`config.mk`:
```
export PLATFORM = sky130hd
export DESIGN_NAME = kruskal_edge_filter_quick_find
export DESIGN_NICKNAME = d
export VERILOG_FILES = /design/src/kefq_pkg.sv /design/src/kefq_cell.sv /design/src/kefq_ring.sv /design/src/kruskal_edge_filter_quick_find.sv
export SDC_FILE = /design/constraint.sdc
export NUM_CORES = 2
export LEC_CHECK = 0
export ABC_AREA = 0
export BUFFER_PORTS_ARGS = -buffer_cell sky130_fd_sc_hd__buf_4
export CAP_MARGIN = 5
export CORE_MARGIN = 2
export CORE_UTILIZATION = 50
export DETAILED_ROUTE_END_ITERATION = 7
export HOLD_SLACK_MARGIN = 0.15
export PLACE_DENSITY = 0.72
export SYNTH_ARGS = -nofsm -noshare
export SYNTH_HDL_FRONTEND = slang
export SYNTH_SLANG_ARGS = --single-unit
```
`constraint.sdc`:
```
create_clock -name clk -period 4.39 [get_ports clk]
set_clock_uncertainty 0.05 [all_clocks]
set_input_delay 1.0975 -clock clk [delete_from_list [all_inputs] [get_ports clk]]
set_output_delay 1.0975 -clock clk [all_outputs]
set_load 0.02 [all_outputs]
```
`src/kefq_pkg.sv`:
```
// kefq_pkg: widths and shared types of the quick-find edge filter
// used by the top level and the checker; depends on nothing

package kefq_pkg;

    localparam int CFG_W = 9;
    localparam int VTX_W = 8;
    localparam int LEN_W = 16;
    localparam int IN_DATA_W = 32;
    localparam int OUT_USER_W = 2;

    localparam logic [CFG_W-1:0] VCOUNT_RESET = 9'd256;

    typedef logic [VTX_W-1:0] vertex_t;
    typedef logic [LEN_W-1:0] length_t;

endpackage

```
`src/kefq_cell.sv`:
```
// kefq_cell: one label register of the rotating label ring
// no package needed; reset value set by the cell's position

module kefq_cell #(
    parameter int LW = 8,
    parameter int INDEX = 0
) (
    input  logic          clk,
    input  logic          rst_n,
    input  logic          shift,
    input  logic [LW-1:0] din,
    output logic [LW-1:0] q
);

    logic [LW-1:0] label_reg;

    always_ff @(posedge clk or negedge rst_n)
    begin
        if (!rst_n)
        begin
            label_reg <= LW'(INDEX);
        end
        else if (shift)
        begin
            label_reg <= din;
        end
    end

    assign q = label_reg;

endmodule

```
`src/kefq_ring.sv`:
```
// kefq_ring: row of label cells rotating toward cell 0
// depends on kefq_cell; the head value is modified outside and fed back in

module kefq_ring #(
    parameter int N = 256,
    parameter int LW = 8
) (
    input  logic          clk,
    input  logic          rst_n,
    input  logic          shift,
    input  logic [LW-1:0] head_in,
    output logic [LW-1:0] head_out
);

    logic [LW-1:0] q [N];

    for (genvar i = 0; i < N; i++)
    begin : g_cell
        logic [LW-1:0] din;
        if (i == N - 1)
        begin : g_tail
            assign din = head_in;
        end
        else
        begin : g_mid
            assign din = q[i+1];
        end
        kefq_cell #(
            .LW    (LW),
            .INDEX (i)
        ) u_cell (
            .clk   (clk),
            .rst_n (rst_n),
            .shift (shift),
            .din   (din),
            .q     (q[i])
        );
    end

    assign head_out = q[0];

endmodule

```
`src/kruskal_edge_filter_quick_find.sv`:
```
// kruskal_edge_filter_quick_find: top level, sequencer around the label ring
// depends on kefq_pkg, kefq_ring and kefq_cell
// an edge taken in is looked up in a full rotation of the label ring; the word of a rejected or
// bad edge is written after that rotation, that of an accepted one after a second full rotation
// (a lookup pass, then a relabel pass only when the edge joins two components), each once the
// output register is free; one edge at a time, the next taken only after that word is written;
// a finished word waits in the output register while the next edge is taken
// reset (rst_n low, asynchronous) restores every label to its index, count to 256

module kruskal_edge_filter_quick_find #(
    parameter int MAX_VERTICES = 256
) (
    input  logic                                clk,
    input  logic                                rst_n,
    input  logic                                cfg_valid,
    output logic                                cfg_ready,
    input  logic [kefq_pkg::CFG_W-1:0]          cfg_data,      // vertex_count
    input  logic                                s_axis_tvalid,
    output logic                                s_axis_tready,
    input  logic [kefq_pkg::IN_DATA_W-1:0]      s_axis_tdata,  // vertex_a, vertex_b, edge_length
    input  logic [0:0]                          s_axis_tuser,  // new_graph
    output logic                                m_axis_tvalid,
    input  logic                                m_axis_tready,
    output logic [kefq_pkg::IN_DATA_W-1:0]      m_axis_tdata,  // out_vertex_a, out_vertex_b, out_length
    output logic [kefq_pkg::OUT_USER_W-1:0]     m_axis_tuser   // accepted, bad_vertex
);

    import kefq_pkg::*;

    localparam int LW = $clog2(MAX_VERTICES);
    localparam int CW = $clog2(MAX_VERTICES + 1);
    localparam int CMPW = (CW > CFG_W) ? CW : CFG_W;
    localparam logic [CMPW-1:0] MAXV = CMPW'(MAX_VERTICES);
    localparam logic [LW-1:0] LAST_POS = LW'(MAX_VERTICES - 1);

    localparam logic [1:0] ST_IDLE = 2'd0;
    localparam logic [1:0] ST_FIND = 2'd1;
    localparam logic [1:0] ST_FIX  = 2'd2;
    localparam logic [1:0] ST_EMIT = 2'd3;

    logic [1:0]       state_reg, state_next;
    logic [LW-1:0]    pos_reg, pos_next;
    logic [CFG_W-1:0] vcount_reg, vcount_next;
    logic             m_valid_reg, m_valid_next;
    logic             acc_reg, acc_next;

    vertex_t          a_reg, a_next;
    vertex_t          b_reg, b_next;
    length_t          len_reg, len_next;
    logic             fresh_reg, fresh_next;
    logic             bad_reg, bad_next;
    logic [LW-1:0]    keep_reg, keep_next;
    logic [LW-1:0]    gone_reg, gone_next;
    logic [IN_DATA_W-1:0]  odata_reg, odata_next;
    logic [OUT_USER_W-1:0] ouser_reg, ouser_next;

    logic [CMPW-1:0]  cnt_eff;
    logic [CMPW-1:0]  pos_ext;
    logic [LW-1:0]    head_q, head_d;
    logic             shift;
    vertex_t          in_a, in_b;

    kefq_ring #(
        .N  (MAX_VERTICES),
        .LW (LW)
    ) u_ring (
        .clk      (clk),
        .rst_n    (rst_n),
        .shift    (shift),
        .head_in  (head_d),
        .head_out (head_q)
    );

    assign in_a = s_axis_tdata[VTX_W-1:0];
    assign in_b = s_axis_tdata[2*VTX_W-1:VTX_W];
    assign cnt_eff = (CMPW'(vcount_reg) > MAXV) ? MAXV : CMPW'(vcount_reg);
    assign pos_ext = CMPW'(pos_reg);
    assign shift = (state_reg == ST_FIND) || (state_reg == ST_FIX);

    // head of the ring holds the label of vertex pos_reg
    always_comb
    begin
        unique case (state_reg)
            ST_FIND: head_d = fresh_reg ? pos_reg : head_q;
            ST_FIX:  head_d = ((pos_ext < cnt_eff) && (head_q == gone_reg)) ? keep_reg : head_q;
            default: head_d = head_q;
        endcase
    end

    always_comb
    begin
        state_next   = state_reg;
        pos_next     = pos_reg;
        acc_next     = acc_reg;
        a_next       = a_reg;
        b_next       = b_reg;
        len_next     = len_reg;
        fresh_next   = fresh_reg;
        bad_next     = bad_reg;
        keep_next    = keep_reg;
        gone_next    = gone_reg;
        odata_next   = odata_reg;
        ouser_next   = ouser_reg;
        m_valid_next = m_valid_reg && !m_axis_tready;
        vcount_next  = cfg_valid ? cfg_data : vcount_reg;

        unique case (state_reg)
            ST_IDLE:
            begin
                if (s_axis_tvalid)
                begin
                    a_next     = in_a;
                    b_next     = in_b;
                    len_next   = s_axis_tdata[IN_DATA_W-1:2*VTX_W];
                    fresh_next = s_axis_tuser[0];
                    bad_next   = (CMPW'(in_a) >= cnt_eff) || (CMPW'(in_b) >= cnt_eff);
                    pos_next   = '0;
                    acc_next   = 1'b0;
                    state_next = ST_FIND;
                end
            end
            ST_FIND:
            begin
                if (CMPW'(a_reg) == pos_ext)
                begin
                    keep_next = head_d;
                end
                if (CMPW'(b_reg) == pos_ext)
                begin
                    gone_next = head_d;
                end
                if (pos_reg == LAST_POS)
                begin
                    pos_next = '0;
                    if (!bad_reg && (keep_next != gone_next))
                    begin
                        acc_next   = 1'b1;
                        state_next = ST_FIX;
                    end
                    else
                    begin
                        state_next = ST_EMIT;
                    end
                end
                else
                begin
                    pos_next = pos_reg + 1'b1;
                end
            end
            ST_FIX:
            begin
                if (pos_reg == LAST_POS)
                begin
                    pos_next   = '0;
                    state_next = ST_EMIT;
                end
                else
                begin
                    pos_next = pos_reg + 1'b1;
                end
            end
            ST_EMIT:
            begin
                if (!m_valid_reg || m_axis_tready)
                begin
                    odata_next   = {len_reg, b_reg, a_reg};
                    ouser_next   = {bad_reg, acc_reg};
                    m_valid_next = 1'b1;
                    state_next   = ST_IDLE;
                end
            end
            default:
            begin
                state_next = ST_IDLE;
            end
        endcase
    end

    always_ff @(posedge clk or negedge rst_n)
    begin
        if (!rst_n)
        begin
            state_reg   <= ST_IDLE;
            pos_reg     <= '0;
            acc_reg     <= 1'b0;
            m_valid_reg <= 1'b0;
            vcount_reg  <= VCOUNT_RESET;
        end
        else
        begin
            state_reg   <= state_next;
            pos_reg     <= pos_next;
            acc_reg     <= acc_next;
            m_valid_reg <= m_valid_next;
            vcount_reg  <= vcount_next;
        end
    end

    always_ff @(posedge clk)
    begin
        a_reg     <= a_next;
        b_reg     <= b_next;
        len_reg   <= len_next;
        fresh_reg <= fresh_next;
        bad_reg   <= bad_next;
        keep_reg  <= keep_next;
        gone_reg  <= gone_next;
        odata_reg <= odata_next;
        ouser_reg <= ouser_next;
    end

    assign cfg_ready     = 1'b1;
    assign s_axis_tready = (state_reg == ST_IDLE);
    assign m_axis_tvalid = m_valid_reg;
    assign m_axis_tdata  = odata_reg;
    assign m_axis_tuser  = ouser_reg;

endmodule

```
==> impl_results.md <==
- Cells after Synth: 4859
- Worst Max-Slew Pin Slew: ~1.2 ns
- P_leak: approximately 43 nW
- Fillers: approximately 12000
- Synth Net Count: between 4000 and 5000
- Met2 GRT Util: around 23%
- CP arrival: ~4.6 ns
- Crit-path max FO: 13
- Largest register FFs: just over 2000
- Top-count cell post-synth: mux2_2
- Dpl cells: a little under 7000
- Tcrit/Tclk final: approximately nine tenths
- Die height: just over 400 µm
- GRT Overall Usage: between 10% and 20%
- Fin. max-slew vios: 0
- Clk_lat worst skew: approximately 0.83 ns
- Met1 Usage GRT: approximately a fifth
- Startpoint types: flip-flop
- Antenna Nets Post-Route: 0
- Sequential share of the synthesized area: between 60% and 70%
- Mapped cell area: 0.0822 mm²
- Synth cell count leaders: mux2_2, dfrtp_1, dfstp_2
- Post-synth top area share: 32.7%
- Max Clock Freq: roughly 250 MHz
- Floorplan core area: 0.163 mm²
- Die X-Extent: approximately 410 µm
- First-pass GRT wire length: around 210000 µm
- CP endpoint kind: flip-flop
- Setup_tns: 0 ns
- CTS resizes: 0
- Avg Cell Area, Syn: ~17 µm²
- Clock sink count: around 2200
- Avg Vias per Cell: 5.17
- Number of I/O pins: 84
- GPL Wtd Cong: approximately 0.85
- Reg2reg start: vcount_reg[8]$_DFFE_PN1P_
- Number of port buffers: slightly above 80
- Synth Register Bits: around 2200
- CTS tree: yes
- Crit path time final: ~4.0 ns
- CTS Buf Count: between 200 and 250
- Max-cap violations: 0
- Vias: ~38000
- H-tree lvl count: 4
- NumNets Final: 5055
- Area of the multi-input gates: approximately 0.026 mm²
- Die area: 0.168 mm²
- Placed Area: around 0.086 mm²
- CTS Hold Bufs: 0
- Post-synth EDFFs: 84
- Async SR Flop Fraction: 96.1%
- Hold Crit Class: input pin to asynchronous set/reset pin
- Cell Count, Final, Fillers Out: approximately 7300
- Setup bufs post-CTS: 0
- Drt wl/cell: about 16 µm
- Detailed Route WL: ~120000 µm
- Pre-antenna DRT Iters: 5
- RSZ-0062 raised after global routing: false
- Critical Path RT: roughly 5 ns
- Biggest area consumer among synthesized cells: dfstp_2
- Pwr Density: roughly 600 mW/mm²
- Share of cells above drive strength 1: about 69%
- Post-synthesis cell type count: 66
- Clk slew on worst S/H paths: roughly 0.060 ns
- Largest net degree at the start of global routing: ~220
- Row count: 148
- Gr busiest metal: met2
- Number of DRC markers in iteration 0: approximately 2200
- Clk buf depth: 3
- Number of hold violations in the final report: 0
- Setup CP Type: flip-flop to flip-flop
- Status: finished clean
- Vias in the first global route: just over 40000
- Drt drc: 0
- VDD IR max: roughly 1.2 mV
- Area Growth Syn to Fin: 13.0%
- Starting Density: around half
- Top cells by area, synth: dfstp_2, dfrtp_1, mux2_2
- Final setup fails: 0
- Design area: just over 0.09 mm²
- Beginning of the critical path: vcount_reg[8]$_DFFE_PN1P_
- Overflow after GRT: 0
- Synth warn: 0
- Worst slew margin: roughly 22%
- Sequential cell area: ~0.056 mm²
- HPWL after detailed placement: 70300 µm
- # diodes: 0
- CTS Root Cell: clkbuf_16
- Ys flop type: dfrtp_1
- Initial antenna violation count: 4
- GR Util met3: roughly 3.1%
power by group:
group          total (mW)  internal, mW  switching (mW)
combinational        16.2          7.71            8.54
clock                18.1          10.6            7.50
sequential           22.7          21.9           0.761
worst max-delay path, cell delays in order (launching register included):
cell and delay, ns:
dfstp_2 0.65, nand2b_1 0.19, ha_1 0.26, a21o_1 0.17, a2111o_1 0.47, nor4_1 0.26
a22oi_1 0.31, and2_1 0.29, o311a_1 0.33, nor4_1 0.28, o2111ai_1 0.22, a211oi_2 0.28
o21ai_1 0.11
worst paths after layout:
path,endpoint,slack (ns),depth (start not counted)
max,acc_reg$_DFFE_PN0P_,0.40,12
min,acc_reg$_DFFE_PN0P_,0.23,1
max reg2reg,acc_reg$_DFFE_PN0P_,0.40,12
min reg2reg,m_axis_tdata[19]$_DFFE_PP_,0.37,0
max in group asynchronous,u_ring.g_cell[144].u_cell.q[4]$_DFFE_PN1N_,2.73,3
min in group clk,m_axis_tdata[19]$_DFFE_PP_,0.37,0
stage by stage:
| stage | util, % | hold WS (ns) | power [mW] | setup slack (ns) |
|---|---|---|---|---|
| 3_3_place_gp | 52.5 | 0.350 | 39.1 | 0.515 |
| 3_5_place_dp | 52.5 | 0.355 | 39.4 | 0.522 |
| 2_1_floorplan | - | 0.350 | 36.5 | 1.07 |
| 6_report | 56.9 | 0.226 | 57.0 | 0.401 |
| 4_1_cts | 56.9 | 0.215 | 57.8 | 0.463 |
| 5_1_grt | 56.9 | 0.232 | 59.9 | 0.227 |
kinds of logic after synthesis:
group / count (synthesis) / synth area share (%)
AO/OA/AOI/OAI: 138 / 1.09
buffers and inverters: 280 / 1.31
multiplexers: 2061 / 28.2
other: 1 / 0.00456
AND/OR/NAND/NOR: 163 / 1.00
adder cells (fa/ha/maj): 28 / 0.426
XOR/XNOR: 35 / 0.373
flip-flops: 2153 / 67.6
area by class of cell:
class,count,area share (%)
well taps,2175,2.93
flip-flops and latches,2153,59.8
repair buffers,166,1.85
clock buffers,346,6.87
clock inverters,59,0.897
inverters,21,0.0848
multi-input cells,2426,27.5
per-layer routing:
layer  wire, µm  share of wire (%)
met1      56700                 48
met2      54800                 46
met3       4960                4.2
met4       2540                2.1
met5         41              0.034
placed cells by master (no fill, tap or decap), drive strengths merged, types with 6 or more instances in the layout:
cell    synthesis  routed
clkinv          0      41
clkbuf        241     346
a211oi          7       7
xor2           14      14
mux2         2053    2053
dfstp        1025    1025
nand3           8       8
xnor2          21      21
bufinv          0      10
ha             28      28
dfrtp        1044    1044
and2            9       9
nor2           25      25
nor2b          12      12
edfxtp         84      84
inv            21      28
nand2b         15      15
a22oi           6       6
nand4           7       7
a21oi          31      31
buf            18     166
mux2i           8       8
nand2          59      59
o21ai          39      39
o22ai           6       6
nor3           10      10
a31oi          10      10
(Power assumes the default switching activity.)
